### src/hw/rtl/rfmsd_pkg.sv
package rfmsd_pkg;

   // drive scaling
   localparam int unsigned FULL_SCALE      = 1000;
   localparam int unsigned SPEED_SPAN      = 95;
   localparam int unsigned RAMP_LIMIT      = 8191;
   localparam int unsigned DUTY_MAX        = 1023;
   localparam int unsigned SPEED_LUT_DEPTH = 128;
   localparam int unsigned JOINT_COUNT     = 6;

   // frame byte codes
   localparam logic [7:0] FRAME_END_CODE  = 8'd34;
   localparam logic [7:0] CODE_FORWARD    = 8'd48;
   localparam logic [7:0] CODE_RIGHT_REV  = 8'd49;
   localparam logic [7:0] CODE_LEFT_REV   = 8'd50;
   localparam logic [7:0] SPEED_LOW       = 8'd32;
   localparam logic [7:0] SPEED_HIGH      = 8'd127;

   localparam logic [7:0] JOINT_LEFT_CODE  [JOINT_COUNT] = '{8'd51, 8'd53, 8'd55,
                                                             8'd57, 8'd59, 8'd62};
   localparam logic [7:0] JOINT_RIGHT_CODE [JOINT_COUNT] = '{8'd52, 8'd54, 8'd56,
                                                             8'd58, 8'd60, 8'd63};
   localparam logic [7:0] JOINT_STOP_CODE  [JOINT_COUNT] = '{8'd48, 8'd48, 8'd48,
                                                             8'd48, 8'd61, 8'd64};

   // configuration defaults
   localparam logic [15:0] TIMEOUT_RESET = 16'd500;
   localparam logic [11:0] STEP_RESET    = 12'd1;
   localparam logic [15:0] SILENCE_MAX   = 16'hFFFF;

   typedef enum logic [1:0] {
      OP_FRAME = 2'd0,
      OP_TICK  = 2'd1,
      OP_CTRL  = 2'd2,
      OP_NONE  = 2'd3
   } opcode_type;

   typedef enum logic [1:0] {
      CSR_TIMEOUT    = 2'd0,
      CSR_RAMP_STEP  = 2'd1,
      CSR_JOINT_DUTY = 2'd2,
      CSR_SPARE      = 2'd3
   } csr_index_type;

   typedef enum logic [1:0] {
      DRIVE_OFF = 2'd0,
      DRIVE_FWD = 2'd1,
      DRIVE_REV = 2'd2
   } drive_dir_type;

   typedef enum logic [1:0] {
      JOINT_STOP  = 2'd0,
      JOINT_LEFT  = 2'd1,
      JOINT_RIGHT = 2'd2
   } joint_cmd_type;

   typedef logic signed [13:0] ramp_type;
   typedef logic [11:0]        step_type;
   typedef logic [12:0]        speed_lut_type [SPEED_LUT_DEPTH];

   typedef struct packed {
      logic [9:0]    duty;
      drive_dir_type dir;
   } drive_type;

   typedef struct packed {
      drive_type                         right;
      drive_type                         left;
      joint_cmd_type [JOINT_COUNT-1:0]   joint_cmd;
      logic                              radio_restart;
   } rsp_type;

   // quarter-unit drive magnitude for speed character minus 32
   function automatic speed_lut_type build_speed_lut();
      speed_lut_type lut;
      int unsigned   m;
      for (int i = 0; i < SPEED_LUT_DEPTH; i++) begin
         m = (i * FULL_SCALE) / SPEED_SPAN;
         m = (m & 32'hFFFF) * 4;
         if (m > RAMP_LIMIT) m = RAMP_LIMIT;
         lut[i] = m[12:0];
      end
      return lut;
   endfunction

   localparam speed_lut_type SPEED_LUT = build_speed_lut();

   function automatic joint_cmd_type joint_decode(logic [7:0] code, logic [7:0] left,
                                                  logic [7:0] right);
      joint_cmd_type cmd;
      cmd = JOINT_STOP;
      if (code == left) cmd = JOINT_LEFT;
      else if (code == right) cmd = JOINT_RIGHT;
      return cmd;
   endfunction

   // move ramp toward target by at most step, never past it
   function automatic ramp_type slew(ramp_type ramp, ramp_type target, step_type step);
      logic signed [14:0] diff;
      logic signed [14:0] step_s;
      logic signed [14:0] moved;
      diff   = 15'(target) - 15'(ramp);
      step_s = $signed({3'b000, step});
      moved  = 15'(ramp);
      if (diff > 0) begin
         if (diff < step_s) moved = 15'(target);
         else moved = 15'(ramp) + step_s;
      end else if (diff < 0) begin
         if (-diff < step_s) moved = 15'(target);
         else moved = 15'(ramp) - step_s;
      end
      return moved[13:0];
   endfunction

   // zero ramp keeps the previous duty and pins
   function automatic drive_type drive_out(ramp_type ramp, drive_type held);
      drive_type  res;
      logic [13:0] mag;
      logic [11:0] quarters;
      res = held;
      mag = ramp[13] ? 14'(-ramp) : 14'(ramp);
      quarters = mag[13:2];
      if (ramp != '0) begin
         res.dir  = ramp[13] ? DRIVE_REV : DRIVE_FWD;
         res.duty = (quarters > 12'(DUTY_MAX)) ? 10'(DUTY_MAX) : quarters[9:0];
      end
      return res;
   endfunction

endpackage

### src/hw/rtl/radio_frame_motor_slew_drive.sv
// channel | ports                       | accepted when
// --------+-----------------------------+----------------------------------
// req     | req_valid, req_stall, req_* | req_valid high, req_stall low
// rsp     | rsp_valid, rsp_stall, rsp_* | rsp_valid high, rsp_stall low
// csr     | csr_we, csr_index, csr_wdata| csr_we high
//
// One item per cycle while req_stall is low: the silence counter, drive ramps and joint
// commands update in the cycle an item is taken; a control pass result is registered
// into the output register, or into the skid when the output register is full.
// A two-entry output (register plus skid) takes the stall; req_stall rises
// only while both entries hold results.
// Synchronous active-high reset restores the register defaults and zeroes
// all ramps, held commands, the frame flag and the silence count.
module radio_frame_motor_slew_drive (
   input  logic       clock,
   input  logic       reset,

   input  logic       req_valid,
   output logic       req_stall,
   input  logic [1:0] req_opcode,
   input  logic [7:0] req_right_dir_code,
   input  logic [7:0] req_left_dir_code,
   input  logic [7:0] req_joint0_code,
   input  logic [7:0] req_joint1_code,
   input  logic [7:0] req_joint2_code,
   input  logic [7:0] req_joint3_code,
   input  logic [7:0] req_right_speed,
   input  logic [7:0] req_left_speed,
   input  logic [7:0] req_joint4_code,
   input  logic [7:0] req_joint5_code,
   input  logic [7:0] req_frame_end,

   output logic       rsp_valid,
   input  logic       rsp_stall,
   output logic [9:0] rsp_right_duty,
   output logic [1:0] rsp_right_dir,
   output logic [9:0] rsp_left_duty,
   output logic [1:0] rsp_left_dir,
   output logic [1:0] rsp_joint0_cmd,
   output logic [1:0] rsp_joint1_cmd,
   output logic [1:0] rsp_joint2_cmd,
   output logic [1:0] rsp_joint3_cmd,
   output logic [1:0] rsp_joint4_cmd,
   output logic [1:0] rsp_joint5_cmd,
   output logic       rsp_radio_restart,

   input  logic        csr_we,
   input  logic [1:0]  csr_index,
   input  logic [15:0] csr_wdata
);
   import rfmsd_pkg::*;

   // configuration; writes to the joint duty index are ignored and store nothing
   logic [15:0] timeout_ff;
   step_type    step_ff;

   logic [15:0]   silence_ff, silence_in;
   logic          frame_valid_ff, frame_valid_in;
   ramp_type      right_target_ff, right_target_in;
   ramp_type      left_target_ff, left_target_in;
   joint_cmd_type frame_joint_ff [JOINT_COUNT];
   joint_cmd_type frame_joint_in [JOINT_COUNT];

   ramp_type      right_ramp_ff, right_ramp_in;
   ramp_type      left_ramp_ff, left_ramp_in;
   drive_type     right_drive_ff, right_drive_in;
   drive_type     left_drive_ff, left_drive_in;
   joint_cmd_type held_joint_ff [JOINT_COUNT];
   joint_cmd_type held_joint_in [JOINT_COUNT];

   rsp_type rsp_ff, rsp_in;
   rsp_type skid_ff, skid_in;
   logic    rsp_valid_ff, rsp_valid_in;
   logic    skid_valid_ff, skid_valid_in;

   logic       req_take;
   logic       rsp_take;
   logic       new_rsp;
   logic       timed_out;
   logic       ramp_go;
   logic [7:0] joint_code [JOINT_COUNT];
   logic       joints_ok;
   logic       frame_ok;
   logic [6:0] right_idx, left_idx;
   rsp_type    res;

   assign req_stall = skid_valid_ff;
   assign req_take  = req_valid && !req_stall;
   assign rsp_take  = rsp_valid_ff && !rsp_stall;
   assign timed_out = silence_ff > timeout_ff;
   assign ramp_go   = timed_out || frame_valid_ff;

   always_comb begin
      joint_code[0] = req_joint0_code;
      joint_code[1] = req_joint1_code;
      joint_code[2] = req_joint2_code;
      joint_code[3] = req_joint3_code;
      joint_code[4] = req_joint4_code;
      joint_code[5] = req_joint5_code;

      joints_ok = 1'b1;
      for (int j = 0; j < JOINT_COUNT; j++) begin
         frame_joint_in[j] = frame_joint_ff[j];
         held_joint_in[j]  = held_joint_ff[j];
         if (!(joint_code[j] == JOINT_STOP_CODE[j] || joint_code[j] == JOINT_LEFT_CODE[j]
               || joint_code[j] == JOINT_RIGHT_CODE[j]))
            joints_ok = 1'b0;
      end

      frame_ok = (req_frame_end == FRAME_END_CODE)
         && (req_right_dir_code == CODE_FORWARD || req_right_dir_code == CODE_RIGHT_REV)
         && (req_left_dir_code == CODE_FORWARD || req_left_dir_code == CODE_LEFT_REV)
         && joints_ok
         && req_right_speed >= SPEED_LOW && req_right_speed <= SPEED_HIGH
         && req_left_speed >= SPEED_LOW && req_left_speed <= SPEED_HIGH;

      right_idx = 7'(req_right_speed - SPEED_LOW);
      left_idx  = 7'(req_left_speed - SPEED_LOW);

      silence_in      = silence_ff;
      frame_valid_in  = frame_valid_ff;
      right_target_in = right_target_ff;
      left_target_in  = left_target_ff;
      right_ramp_in   = right_ramp_ff;
      left_ramp_in    = left_ramp_ff;
      right_drive_in  = right_drive_ff;
      left_drive_in   = left_drive_ff;
      new_rsp         = 1'b0;

      if (req_take) begin
         unique case (opcode_type'(req_opcode))
            OP_FRAME: begin
               // decode the frame now; only decoded targets and commands are kept
               silence_in      = '0;
               frame_valid_in  = frame_ok;
               right_target_in = 14'(SPEED_LUT[right_idx]);
               left_target_in  = 14'(SPEED_LUT[left_idx]);
               if (req_right_dir_code == CODE_RIGHT_REV) right_target_in = -right_target_in;
               if (req_left_dir_code == CODE_LEFT_REV) left_target_in = -left_target_in;
               for (int j = 0; j < JOINT_COUNT; j++)
                  frame_joint_in[j] = joint_decode(joint_code[j], JOINT_LEFT_CODE[j],
                                                   JOINT_RIGHT_CODE[j]);
            end
            OP_TICK: begin
               if (silence_ff != SILENCE_MAX) silence_in = silence_ff + 16'd1;
            end
            OP_CTRL: begin
               new_rsp = 1'b1;
               if (ramp_go) begin
                  right_ramp_in  = slew(right_ramp_ff, timed_out ? '0 : right_target_ff,
                                        step_ff);
                  left_ramp_in   = slew(left_ramp_ff, timed_out ? '0 : left_target_ff,
                                        step_ff);
                  right_drive_in = drive_out(right_ramp_in, right_drive_ff);
                  left_drive_in  = drive_out(left_ramp_in, left_drive_ff);
                  for (int j = 0; j < JOINT_COUNT; j++)
                     held_joint_in[j] = timed_out ? JOINT_STOP : frame_joint_ff[j];
               end
            end
            default: ;
         endcase
      end

      res.right         = right_drive_in;
      res.left          = left_drive_in;
      res.radio_restart = timed_out;
      for (int j = 0; j < JOINT_COUNT; j++) res.joint_cmd[j] = held_joint_in[j];

      // output register plus skid: fill in order, drain the skid first
      rsp_in        = rsp_ff;
      skid_in       = skid_ff;
      rsp_valid_in  = rsp_valid_ff;
      skid_valid_in = skid_valid_ff;
      if (rsp_take) begin
         if (skid_valid_ff) begin
            rsp_in        = skid_ff;
            skid_valid_in = 1'b0;
         end else begin
            rsp_in       = res;
            rsp_valid_in = new_rsp;
         end
      end else if (new_rsp) begin
         if (!rsp_valid_ff) begin
            rsp_in       = res;
            rsp_valid_in = 1'b1;
         end else begin
            skid_in       = res;
            skid_valid_in = 1'b1;
         end
      end
   end

   always_ff @(posedge clock) begin
      if (reset) begin
         timeout_ff      <= TIMEOUT_RESET;
         step_ff         <= STEP_RESET;
         silence_ff      <= '0;
         frame_valid_ff  <= 1'b0;
         right_target_ff <= '0;
         left_target_ff  <= '0;
         right_ramp_ff   <= '0;
         left_ramp_ff    <= '0;
         right_drive_ff  <= '{duty: '0, dir: DRIVE_OFF};
         left_drive_ff   <= '{duty: '0, dir: DRIVE_OFF};
         rsp_valid_ff    <= 1'b0;
         skid_valid_ff   <= 1'b0;
         for (int j = 0; j < JOINT_COUNT; j++) begin
            frame_joint_ff[j] <= JOINT_STOP;
            held_joint_ff[j]  <= JOINT_STOP;
         end
      end else begin
         if (csr_we) begin
            unique case (csr_index_type'(csr_index))
               CSR_TIMEOUT:   timeout_ff <= csr_wdata;
               CSR_RAMP_STEP: step_ff    <= csr_wdata[11:0];
               default: ;
            endcase
         end
         silence_ff      <= silence_in;
         frame_valid_ff  <= frame_valid_in;
         right_target_ff <= right_target_in;
         left_target_ff  <= left_target_in;
         right_ramp_ff   <= right_ramp_in;
         left_ramp_ff    <= left_ramp_in;
         right_drive_ff  <= right_drive_in;
         left_drive_ff   <= left_drive_in;
         rsp_valid_ff    <= rsp_valid_in;
         skid_valid_ff   <= skid_valid_in;
         for (int j = 0; j < JOINT_COUNT; j++) begin
            frame_joint_ff[j] <= frame_joint_in[j];
            held_joint_ff[j]  <= held_joint_in[j];
         end
      end
   end

   always_ff @(posedge clock) begin
      rsp_ff  <= rsp_in;
      skid_ff <= skid_in;
   end

   assign rsp_valid         = rsp_valid_ff;
   assign rsp_right_duty    = rsp_ff.right.duty;
   assign rsp_right_dir     = rsp_ff.right.dir;
   assign rsp_left_duty     = rsp_ff.left.duty;
   assign rsp_left_dir      = rsp_ff.left.dir;
   assign rsp_joint0_cmd    = rsp_ff.joint_cmd[0];
   assign rsp_joint1_cmd    = rsp_ff.joint_cmd[1];
   assign rsp_joint2_cmd    = rsp_ff.joint_cmd[2];
   assign rsp_joint3_cmd    = rsp_ff.joint_cmd[3];
   assign rsp_joint4_cmd    = rsp_ff.joint_cmd[4];
   assign rsp_joint5_cmd    = rsp_ff.joint_cmd[5];
   assign rsp_radio_restart = rsp_ff.radio_restart;

   a_skid_behind_out: assert property (@(posedge clock) disable iff (reset)
      skid_valid_ff |-> rsp_valid_ff)
      else $error("skid entry held without output entry");

   a_ctrl_gives_rsp: assert property (@(posedge clock) disable iff (reset)
      (req_take && req_opcode == OP_CTRL) |=> rsp_valid_ff)
      else $error("control pass left no result");

   a_ramp_in_range: assert property (@(posedge clock) disable iff (reset)
      right_ramp_ff != 14'h2000 && left_ramp_ff != 14'h2000)
      else $error("drive ramp beyond limit");

   a_restart_stops_joints: assert property (@(posedge clock) disable iff (reset)
      (rsp_valid_ff && rsp_ff.radio_restart) |-> (rsp_ff.joint_cmd == '0))
      else $error("restart result with a moving joint");

   a_off_means_zero_duty: assert property (@(posedge clock) disable iff (reset)
      (rsp_valid_ff && rsp_ff.right.dir == DRIVE_OFF) |-> (rsp_ff.right.duty == '0))
      else $error("right drive off with nonzero duty");

endmodule
### config.mk
export PLATFORM = sky130hd
export DESIGN_NAME = radio_frame_motor_slew_drive
export DESIGN_NICKNAME = d
export VERILOG_FILES = /design/src/hw/rtl/rfmsd_pkg.sv /design/src/hw/rtl/radio_frame_motor_slew_drive.sv
export SDC_FILE = /design/constraint.sdc
export NUM_CORES = 1
export LEC_CHECK = 0
export BUFFER_PORTS_ARGS = -buffer_cell sky130_fd_sc_hd__buf_4
export CORE_MARGIN = 2
export CORE_UTILIZATION = 40
export CTS_CLUSTER_SIZE = 20
export DETAILED_ROUTE_END_ITERATION = 10
export PLACE_DENSITY_LB_ADDON = 0.15
export SYNTH_ARGS = -nofsm -noshare
export SYNTH_HDL_FRONTEND = slang
export SYNTH_SLANG_ARGS = --single-unit
export TNS_END_PERCENT = 100
### constraint.sdc
create_clock -name clock -period 14.2 [get_ports clock]
set_input_delay 2.84 -clock clock [delete_from_list [all_inputs] [get_ports clock]]
set_output_delay 2.84 -clock clock [all_outputs]
set_load 0.05 [all_outputs]
==> results of run 1 <==
==> flip-flops by register name, summed over array words and instances (netlist names), 10 cells and up <==
name,flops
frame_joint_ff,12
step_ff,12
left_ramp_ff,14
right_target_ff,12
left_target_ff,12
left_drive_ff,12
right_ramp_ff,14
skid_ff,37
rsp_left_duty,10
held_joint_ff,12
right_drive_ff,12
silence_ff,16
rsp_right_duty,10
timeout_ff,16
==> metrics by stage <==
stage	power (mW)	std cells	area, um^2
2_1_floorplan	1.31	2600	20000
3_3_place_gp	1.53	3290	21600
3_5_place_dp	1.54	3290	21600
4_1_cts	2.26	3337	22500
5_1_grt	2.38	3337	22500
6_report	2.26	3337	22500
==> power breakdown <==
part	total, mW	switching [mW]	internal [mW]
logic	0.879	0.556	0.323
clock network	0.714	0.290	0.424
registers	0.669	0.00814	0.661
total	2.26	0.855	1.41
==> kinds of logic after synthesis <==
logic type / synth area share, %
AO/OA/AOI/OAI: 26.3
XOR/XNOR: 5.37
adder cells (fa/ha/maj): 9.92
buffers and inverters: 5.54
flip-flops: 25.8
multiplexers: 4.24
AND/OR/NAND/NOR: 22.8
==> per-layer routing <==
layer,up-vias,part of all wire [%],GRT usage (%),wire (um)
met1,9505,47,34.7,30900
met4,0,1.9,5.31,1250
met5,-,0,0,0
li1,9578,-,-,-
met2,578,46,40.7,30400
met3,80,5.7,2.78,3810
==> placed cells by master, fill, tap and decap left out, types with 22 or more instances in the layout <==
cell       count
o21a_1        24
and3_1        29
nand4_1       24
clkbuf_16     28
inv_1        141
nand2b_1      30
a31oi_1       35
nor2b_1       37
nand2_1      289
ha_1         151
a21o_1        32
dfxtp_1      147
edfxtp_1      74
nor3_1        68
o211ai_1      39
buf_4        169
mux2_2        22
a211oi_1      61
and2_1        36
nand3_1       61
mux2i_1       32
o21ai_0      144
xor2_1        50
a21oi_1      235
xnor2_1       73
nor2_1       251
==> final cells by class <==
| cell class | instances | area share, % |
|---|---|---|
| clock inverter | 15 | 0.783 |
| tap | 672 | 3.73 |
| timing repair buffer | 169 | 5.63 |
| multi-input combinational | 2087 | 61.3 |
| inverter | 141 | 2.35 |
| sequential | 221 | 22.9 |
| clock buffer | 32 | 3.27 |
==> critical path: cells and delay by family, from the launching register on <==
kind                     cells  cell delay (ps)
adder cells (fa/ha/maj)      3             1010
AO/OA/AOI/OAI               14             3880
AND/OR/NAND/NOR             14             4320
buffers and inverters        1               50
XOR/XNOR                     1              150
flip-flops                   1              340
==> worst max-delay path by stage <==
stage / end / slack [ps] / depth (start not counted)
2_1_floorplan: rsp_right_duty[8]$_DFFE_PP_ / 5480 / 35
3_3_place_gp: rsp_right_duty[4]$_DFFE_PP_ / 4710 / 33
3_5_place_dp: rsp_right_duty[4]$_DFFE_PP_ / 4360 / 31
4_1_cts: rsp_right_duty[4]$_DFFE_PP_ / 4320 / 31
5_1_grt: rsp_right_duty[4]$_DFFE_PP_ / 3570 / 33
6_report: rsp_right_duty[4]$_DFFE_PP_ / 4140 / 33
==> results by group, run 1 <==
Min path
  • Min-Delay Path Depth: 2
  • Hold Crit Class: reg -> reg
  • Worst Hold Launch: frame_joint_ff[4][0]$_SDFFE_PP0P_
  • Min-Delay Endpoint: frame_joint_ff[4][0]$_SDFFE_PP0P_

Synthesis
  • FF+latch count, synth: between 200 and 250
  • Sequential area share after synthesis: 25.8%
  • Post-Synthesis Cells: 2600
  • Post-synth top area share: ~15%
  • Most common flop cell mapped by yosys: dfxtp_1
  • Largest area contributor in the netlist: dfxtp_1
  • Most frequent cells after synthesis: nand2_1 (289), nor2_1 (253), a21oi_1 (235)
  • Top-count cell post-synth: nand2_1
  • Post-synth EDFFs: 74
  • Mean Syn Cell Area: around 7.7 um^2
  • Synth async-reset ratio: 0%
  • Synth Net Count: 2868
  • Synth top area cells: dfxtp_1 (15%), edfxtp_1 (11%), ha_1 (9.4%)
  • Synth cell types: 108
  • Synth Cell Area: around 20000 um^2
  • Synthesis Warnings: 0

Power and ir drop
  • VDD IR max: slightly above 0.07 mV
  • Static leakage: approximately 9.1 nW
  • Pwr per Cell Area: between 100 and 150 nW/um^2

Critical path
  • CP Data Arrival Time: 10340 ps
  • R2R Path End: rsp_right_duty[4]$_DFFE_PP_
  • Worst R2R Path Depth: 33
  • Endpoint class of the critical path: flop
  • Crit. Startpoint: timeout_ff[15]$_SDFFE_PP0P_
  • Critical Path Max Stage Delay: roughly 890 ps
  • Slowest cell on the critical path: a221oi_1
  • R2r setup slk: about 4100 ps
  • CP max FO: 25
  • Reg2reg start: timeout_ff[15]$_SDFFE_PP0P_
  • Critical Path RT: approximately 14000 ps
  • Worst Setup Start Kind: flop
  • CP Class: reg -> reg

Drt
  • Avg Vias per Cell: just under 6
  • Detail Route Antenna Nets: 0
  • WL per Instance: approximately 20 um
  • Post-route DRC: 0
  • Vias post-DR: about 20000
  • Initial DRT Pass Iterations: 5
  • DRT iter0 DRCs: around 1600
  • Routed wire length: 66.3 mm

Clock tree
  • Cts bufs inserted: 26
  • Post-CTS setup buffer count: 0
  • Worst skew pair latency: around 560 ps
  • # hold bufs at CTS: 0
  • Clock tree buffer depth: 3
  • TritonCTS Sinks: 221
  • CTS tree: done
  • # resized after CTS: 0
  • Clk slew on worst S/H paths: 60 ps
  • H-tree levels: 1
  • Clk Tree Root Cell: clkbuf_16

Final layout
  • Multi-input gate area: about 14000 um^2
  • Area Growth Syn to Fin: 12.4%
  • Layout cells sized above 1: 11.7%
  • Final core occ: roughly 45%
  • Diode count: 0
  • Fillers: 5027
  • Reg area: 5160 um^2
  • Nets: ~2900

Global routing
  • First-pass GRT wire length: 105 mm
  • Antenna violations before repair: 0
  • Vias in the first global route: between 15000 and 20000
  • Total gr overflow: 0
  • Global router's overall resource usage: about a quarter
  • Largest net degree at the start of global routing: 74

Floorplan
  • Die Wd: around 230 um
  • Core Area: around 50000 um^2
  • Die height: about 230 um
  • # IOs: 152
  • # rows: slightly above 80
  • Die area: around 52000 um^2
  • Initial Util: 40.2%

Timing
  • Worst slew pin tran: 1100 ps
  • Setup violations, final: 0
  • Fin crit share: between 70% and 80%
  • F_max: about 100 MHz
  • Clk_skew: 14.5 ps
  • Hold_ws: between 400 and 500 ps
  • Final Max Slew Viols: 0
  • Post-route setup slack: ~4100 ps
  • RSZ-0062 raised after global routing: no
  • Final Hold Fails: 0
  • Setup TNS: 0 ps
  • Min Tclk post-route: 10060 ps
  • Slew HR: approximately 27%

Job
  • Number of max-cap violations: 0

Placement
  • Gpl congestion: between 0.9 and 1
  • Pre-CTS WS: approximately 4400 ps
  • Detailed-placement wirelength estimate: 50.1 mm
  • # port buffers: ~150

Outcome
  • Status: finished, final reports clean
Power figures use the tool's default switching activity.
==> run 2, diff against run 1 <==
==> constraint.sdc (replaced) <==
create_clock -name clock -period 8.9 [get_ports clock]
set_input_delay 1.78 -clock clock [delete_from_list [all_inputs] [get_ports clock]]
set_output_delay 1.78 -clock clock [all_outputs]
set_load 0.05 [all_outputs]
==> results by group, run 2 (synthesized netlist as in run 1, its figures left out) <==
Min path
  • Min-Delay Endpoint: timeout_ff[10]$_SDFFE_PP0P_
  • Worst Hold Launch: timeout_ff[10]$_SDFFE_PP0P_
  • Min-Delay Path Depth: 2
  • Hold Crit Class: reg -> reg

Final layout
  • Diode count: 0
  • Fin area: 23000 um^2
  • Max reg flops: 37
  • Nets: ~3000
  • Top flop regs: skid_ff x37, silence_ff x16, timeout_ff x16
  • Post-Layout Cell Count: approximately 3400
  • Area Growth Syn to Fin: 14.8%
  • Most frequent cells in the layout: nand2_1 (288), nor2_1 (247), a21oi_1 (233), buf_4 (231), ha_1 (150)
  • Commonest non-fill, non-tap cell in the layout: nand2_1
  • Biggest register: skid_ff
  • Fillers: a little over 5000
  • Layout cells sized above 1: ~14%

Timing
  • Post-route setup slack: between 200 and 300 ps
  • Min Tclk post-route: 8610 ps
  • Fin crit share: between 90 and 100%
  • Setup violations, final: 0
  • F_max: around 120 MHz
  • Final Max Slew Viols: 0
  • Clk_skew: about 12 ps
  • Final Hold Fails: 0
  • Slew HR: between 30% and 40%
  • Worst slew pin tran: between 900 and 1000 ps

Global routing
  • Largest net degree at the start of global routing: 73
  • First-pass GRT wire length: roughly 100 mm
  • Total gr overflow: 0
  • Antenna violations before repair: 1
  • Global router's overall resource usage: roughly 25%
  • Vias in the first global route: between 15000 and 20000

Placement
  • Cells after DPL: between 3000 and 4000
  • Placed Area: 22100 um^2
  • Gpl congestion: around 0.95
  • Pre-CTS WS: -33.3 ps
  • # port buffers: 151
  • Detailed-placement wirelength estimate: a little over 50 mm

Clock tree
  • H-tree levels: 1
  • Clock tree buffer depth: 3
  • Clk Tree Root Cell: clkbuf_16
  • Clk slew on worst S/H paths: around 60 ps
  • TritonCTS Sinks: 221
  • Worst skew pair latency: 550 ps
  • # hold bufs at CTS: 0
  • Cts bufs inserted: 24
  • CTS tree: done

Critical path
  • Critical Path RT: between 9000 and 10000 ps
  • R2R Path End: rsp_right_duty[8]$_DFFE_PP_
  • Reg2reg start: timeout_ff[1]$_SDFFE_PP0P_
  • Worst Setup Start Kind: flop
  • Slowest cell on the critical path: or4_4
  • Endpoint class of the critical path: flop
  • Worst R2R Path Depth: 33
  • CP Class: reg -> reg
  • Most numerous cell on the critical path: ha_1
  • CP max FO: 6
  • R2r setup slk: around 290 ps
  • CP Data Arrival Time: 8910 ps
  • Critical Path Max Stage Delay: 610 ps

Drt
  • Vias post-DR: a little under 20000
  • Routed wire length: 65.9 mm
  • WL per Instance: 19.4 um
  • Post-route DRC: 0
  • Avg Vias per Cell: about 5.8
  • Initial DRT Pass Iterations: 8
  • Detail Route Antenna Nets: 0
  • DRT iter0 DRCs: 1286

Floorplan
  • # rows: 82
  • Core Area: 49900 um^2
  • Die height: between 200 and 250 um
  • Die Wd: approximately 230 um
  • Die area: between 50000 and 60000 um^2
  • # IOs: about 150
  • Initial Util: around two fifths

Outcome
  • Status: finished, final reports clean

Power and ir drop
  • VDD IR max: around 0.11 mV
  • Cell internal pwr: between 2 and 2.5 mW
  • Psw: between 1 and 1.5 mW
  • Static leakage: 9.33 nW
  • Seq pwr share: between 20% and 30%
  • Combinational power share: between 40% and 50%
  • Switching share of power: a little under two fifths
  • Pwr per Cell Area: 157 nW/um^2
  • Clk network pwr share: between 20% and 30%

Job
  • Number of max-cap violations: 0
## run 2: changes by cell type in the layout (fill, tap and decap cells not counted), moves of 4 or more
cell and change:
buf_4 +62, clkinv_2 -4, nor3_1 -4, nor2_2 +4
clkbuf_1 +7, nor2_1 -4
## run 2: routing by layer
metal  vias to the layer above  part of all wire [%]  GRT usage (%)
met4                         0                   1.9           5.35
met1                      9415                    46           33.9
met5                         -                     0              0
met3                        84                   5.7           3.48
met2                       546                    46           40.9
li1                       9719                     -              -
## run 2: what timing repair did
item	4_1_cts	5_1_grt
setup buffers	0	4
resized for setup	1	33
gates cloned	0	0
pin swaps	0	5
endpoints found under the setup margin	2	68
## run 2: layout make-up
cell class	instances	area, um^2	area share [%]
multi-input combinational	2087	14000	60.7
tap	672	841	3.65
sequential	221	5160	22.4
clock inverter	5	62.6	0.272
timing repair buffer	231	1730	7.53
inverter	141	529	2.30
clock buffer	39	722	3.14
## run 2: worst max path at each step
| stage | start | endpoint | slack, ps | depth (start not counted) |
|---|---|---|---|---|
| after floorplan | silence_ff[7]$_SDFFE_PP0P_ | rsp_right_duty[8]$_DFFE_PP_ | 180 | 35 |
| final | timeout_ff[1]$_SDFFE_PP0P_ | rsp_right_duty[8]$_DFFE_PP_ | 290 | 33 |
| after detailed placement | timeout_ff[1]$_SDFFE_PP0P_ | rsp_right_duty[8]$_DFFE_PP_ | -30 | 34 |
| after global routing | timeout_ff[13]$_SDFFE_PP0P_ | rsp_right_duty[8]$_DFFE_PP_ | -70 | 33 |
| after CTS | timeout_ff[1]$_SDFFE_PP0P_ | rsp_right_duty[8]$_DFFE_PP_ | 8 | 34 |
| after global placement | silence_ff[7]$_SDFFE_PP0P_ | rsp_right_duty[8]$_DFFE_PP_ | 190 | 32 |
## run 2: power by group through the flow
stage	Clock (mW)	Sequential [mW]	Combinational (mW)
CTS	1.03	1.07	1.48
finish	1.01	1.07	1.54
floorplan	0	1.11	0.988
global placement	0	1.09	1.45
global route	1.07	1.07	1.69
detailed placement	0	1.09	1.47
## run 2: critical path: cells and delay by family (launching register included)
family	cells	cell delay, ps
compound gates	13	2880
simple gates	14	3720
fa+ha+maj	3	930
flops	1	340
buf+inv	1	50
mux	1	280
xor+xnor	1	150
## run 2: stage by stage
step                      power [mW]  TNS (ps)  utilization [%]  hold WS (ps)
final                           3.62         0             46.2           453
after global routing            3.83      -220             46.2           472
after CTS                       3.58         0             45.8           456
after detailed placement        2.56     -33.3             44.2           448
after global placement          2.54         0             44.2           439
after floorplan                 2.10         0                -           427
==> run 3, diff against run 2 <==
--- a/config.mk
+++ b/config.mk
@@ -5,6 +5,7 @@
 export SDC_FILE = /design/constraint.sdc
 export NUM_CORES = 1
 export LEC_CHECK = 0
+export ABC_AREA = 1
 export BUFFER_PORTS_ARGS = -buffer_cell sky130_fd_sc_hd__buf_4
 export CORE_MARGIN = 2
 export CORE_UTILIZATION = 40
==> constraint.sdc (replaced) <==
create_clock -name clock -period 7.8 [get_ports clock]
set_input_delay 1.56 -clock clock [delete_from_list [all_inputs] [get_ports clock]]
set_output_delay 1.56 -clock clock [all_outputs]
set_load 0.05 [all_outputs]
==> results by group, run 3 <==
Clock tree
  • TritonCTS Sinks: about 220
  • Clk Tree Root Cell: clkbuf_16
  • Clock tree buffer depth: 3
  • Worst skew pair latency: about 530 ps
  • CTS tree: done
  • Clk slew on worst S/H paths: about 60 ps
  • # hold bufs at CTS: 0
  • Post-CTS setup buffer count: 0
  • H-tree levels: 1
  • Cts bufs inserted: 25

Power and ir drop
  • VDD IR max: around 0.14 mV
  • Cell internal pwr: between 2 and 2.5 mW
  • Seq pwr share: about 30%
  • Switching share of power: around two fifths
  • Static leakage: about 11 nW
  • Clk network pwr share: between 20% and 30%
  • Combinational power share: 40.6%
  • Pwr per Cell Area: between 150 and 200 nW/um^2
  • Psw: ~1.6 mW

Drt
  • Avg Vias per Cell: ~5.3
  • DRT iter0 DRCs: between 1500 and 2000
  • Met3 wire length: roughly 3.3 mm
  • Initial DRT Pass Iterations: 6
  • Post-route DRC: 0
  • Top sig layer: met4
  • Routed wire length: between 60 and 70 mm
  • Vias post-DR: between 15000 and 20000
  • WL per Instance: approximately 17 um
  • WL met1: between 20 and 30 mm
  • Detail Route Antenna Nets: 0
  • Routed length on met2: 28.0 mm

Global routing
  • Antenna violations before repair: 1
  • Global router's overall resource usage: ~25%
  • Vias in the first global route: 18441
  • First-pass GRT wire length: 98.5 mm
  • Total gr overflow: 0
  • Largest net degree at the start of global routing: 72

Final layout
  • Post-Layout Cell Count: approximately 3600
  • Biggest register: skid_ff
  • Commonest non-fill, non-tap cell in the layout: nand2_1
  • Max reg flops: 37
  • Diode count: 0
  • Nets: about 3300
  • Fin area: approximately 22000 um^2
  • Fillers: approximately 4900
  • Top flop regs: skid_ff x37, silence_ff x16, timeout_ff x16
  • Most frequent cells in the layout: nand2_1 (595), inv_1 (458), nor2_1 (284), a21oi_1 (236), o21ai_0 (217)
  • Area Growth Syn to Fin: 12.8%
  • Layout cells sized above 1: a little over a tenth

Floorplan
  • Die Wd: ~220 um
  • Die height: around 220 um
  • Core Area: approximately 48000 um^2
  • # IOs: around 150
  • Die area: 49700 um^2
  • Initial Util: 40.3%
  • # rows: 80

Outcome
  • Status: finished, final reports clean

Timing
  • Clk_skew: a little over 9 ps
  • Worst slew pin tran: between 900 and 1000 ps
  • Min Tclk post-route: a little over 7000 ps
  • F_max: ~140 MHz
  • Final Hold Fails: 0
  • Setup TNS: 0 ps
  • Setup violations, final: 0
  • Fin crit share: between 90 and 100%
  • Slew HR: between 30% and 40%
  • Final Max Slew Viols: 0
  • RSZ-0062 raised after global routing: no

Critical path
  • Critical Path Max Stage Delay: between 400 and 500 ps
  • Worst Setup Start Kind: flop
  • CP Class: reg -> reg
  • Reg2reg start: timeout_ff[15]$_SDFFE_PP0P_
  • Crit. Startpoint: timeout_ff[15]$_SDFFE_PP0P_
  • Slowest cell on the critical path: nor2_1
  • R2R Path End: rsp_right_duty[5]$_DFFE_PP_
  • CP Data Arrival Time: between 7000 and 8000 ps
  • Most numerous cell on the critical path: nand2_1
  • Crit-path leading delay family: simple AND/OR/NAND/NOR gates
  • CP max FO: 16
  • Worst Path Buf+Inv: 4
  • Worst R2R Path Depth: 34
  • R2r setup slk: approximately 740 ps
  • Critical Path RT: slightly above 8000 ps
  • Endpoint class of the critical path: flop

Synthesis
  • FF+latch count, synth: ~220
  • Synth async-reset ratio: 0%
  • Synth top area cells: dfxtp_1 (15%), nand2_1 (12%), edfxtp_1 (12%)
  • Post-synth top area share: between 10% and 20%
  • Synth cell types: 70
  • Synthesis Warnings: 0
  • Synth Cell Area: between 15000 and 20000 um^2
  • Top-count cell post-synth: nand2_1
  • Largest area contributor in the netlist: dfxtp_1
  • Sequential area share after synthesis: a little over a quarter
  • Most common flop cell mapped by yosys: dfxtp_1
  • Synth Net Count: between 3000 and 4000
  • Mean Syn Cell Area: 6.61 um^2
  • Post-Synthesis Cells: just under 3000
  • Most frequent cells after synthesis: nand2_1 (595), inv_1 (459), nor2_1 (286)
  • Post-synth EDFFs: 74

Min path
  • Worst Hold Launch: timeout_ff[15]$_SDFFE_PP0P_
  • Min-Delay Endpoint: timeout_ff[15]$_SDFFE_PP0P_
  • Min-Delay Path Depth: 2
  • Hold Crit Class: reg -> reg

Job
  • Number of max-cap violations: 0

Placement
  • # port buffers: about 150
  • Placed Area: ~21000 um^2
  • Gpl congestion: 0.954
  • Cells after DPL: 3583
  • Detailed-placement wirelength estimate: between 40 and 50 mm
[run 3: changes by cell type after synthesis, moves of 31 or more]
cell      before  now
nand3_1       61  179
nor3_1        68   37
nor2b_1       37    0
xnor2_1       73   10
nor2_1       253  286
clkbuf_1     118   70
nand2_2        0   35
inv_1        141  459
o21ai_0      144  218
nand2_1      289  595
a211oi_1      61   10
mux2i_1       32    0
and2_1        36    3
[run 3: cell families (layout without fill, tap and decap cells)]
kind of cell	Yosys count	count (layout)	share of synthesized area [%]
AOI/OAI and AO/OA	620	620	18.5
adders and majority gates	155	155	10.3
buffers and inverters	569	685	11.5
xor gates and xnor gates	77	77	3.74
DFF	221	221	27.0
and+or+nand+nor	1255	1255	29.0
[run 3: how the worst max path moves through the flow]
stage                             endpoint  slack, ps  depth (start not counted)
2_1_floorplan  rsp_right_duty[2]$_DFFE_PP_       2070                         42
3_3_place_gp   rsp_right_duty[5]$_DFFE_PP_        710                         34
3_5_place_dp   rsp_right_duty[3]$_DFFE_PP_        680                         34
4_1_cts        rsp_right_duty[3]$_DFFE_PP_        650                         38
5_1_grt        rsp_right_duty[3]$_DFFE_PP_         60                         39
6_report       rsp_right_duty[5]$_DFFE_PP_        740                         34
[run 3: power groups by stage]
| stage | Clock [mW] | Sequential [mW] | Combinational [mW] |
|---|---|---|---|
| 6_report | 1.19 | 1.22 | 1.65 |
| 5_1_grt | 1.26 | 1.23 | 1.86 |
| 4_1_cts | 1.22 | 1.22 | 1.63 |
| 3_5_place_dp | 0 | 1.25 | 1.62 |
| 3_3_place_gp | 0 | 1.25 | 1.61 |
| 2_1_floorplan | 0 | 1.27 | 1.20 |
[run 3: worst min-delay path, delay by kind of cell, from the launching register on]
kind,cells,cell delay [ps]
buf+inv,1,60
compound gates,1,60
flops,1,300
[run 3: area by class of cell]
cell class	count	area, um^2	share of cell area [%]
clock buffers	34	699	3.24
clock inverters	11	124	0.573
inverters	477	1790	8.30
multi-input cells	2107	11800	54.8
flip-flops and latches	221	5160	23.9
well taps	615	769	3.56
repair buffers	163	1220	5.66
[run 3: what timing repair did]
action,CTS,global route
resized for setup,0,1
endpoints found under the setup margin,0,21
endpoints found under the hold margin,0,0
[run 3: stage by stage]
| step | util, % | hold WS [ps] | setup slack (ps) | power (mW) |
|---|---|---|---|---|
| final | 45.5 | 465 | 742 | 4.06 |
| after CTS | 45.4 | 466 | 645 | 4.07 |
| after global placement | 43.7 | 451 | 714 | 2.86 |
| after detailed placement | 43.7 | 456 | 678 | 2.87 |
| after global routing | 45.5 | 486 | 56.8 | 4.35 |
| after floorplan | - | 435 | 2070 | 2.46 |
[run 3: routing by layer]
metal	vias to the layer above	track usage, %
met4	0	6.54
met5	-	0
met2	622	40.6
li1	9761	-
met1	8902	34.0
met3	96	2.53
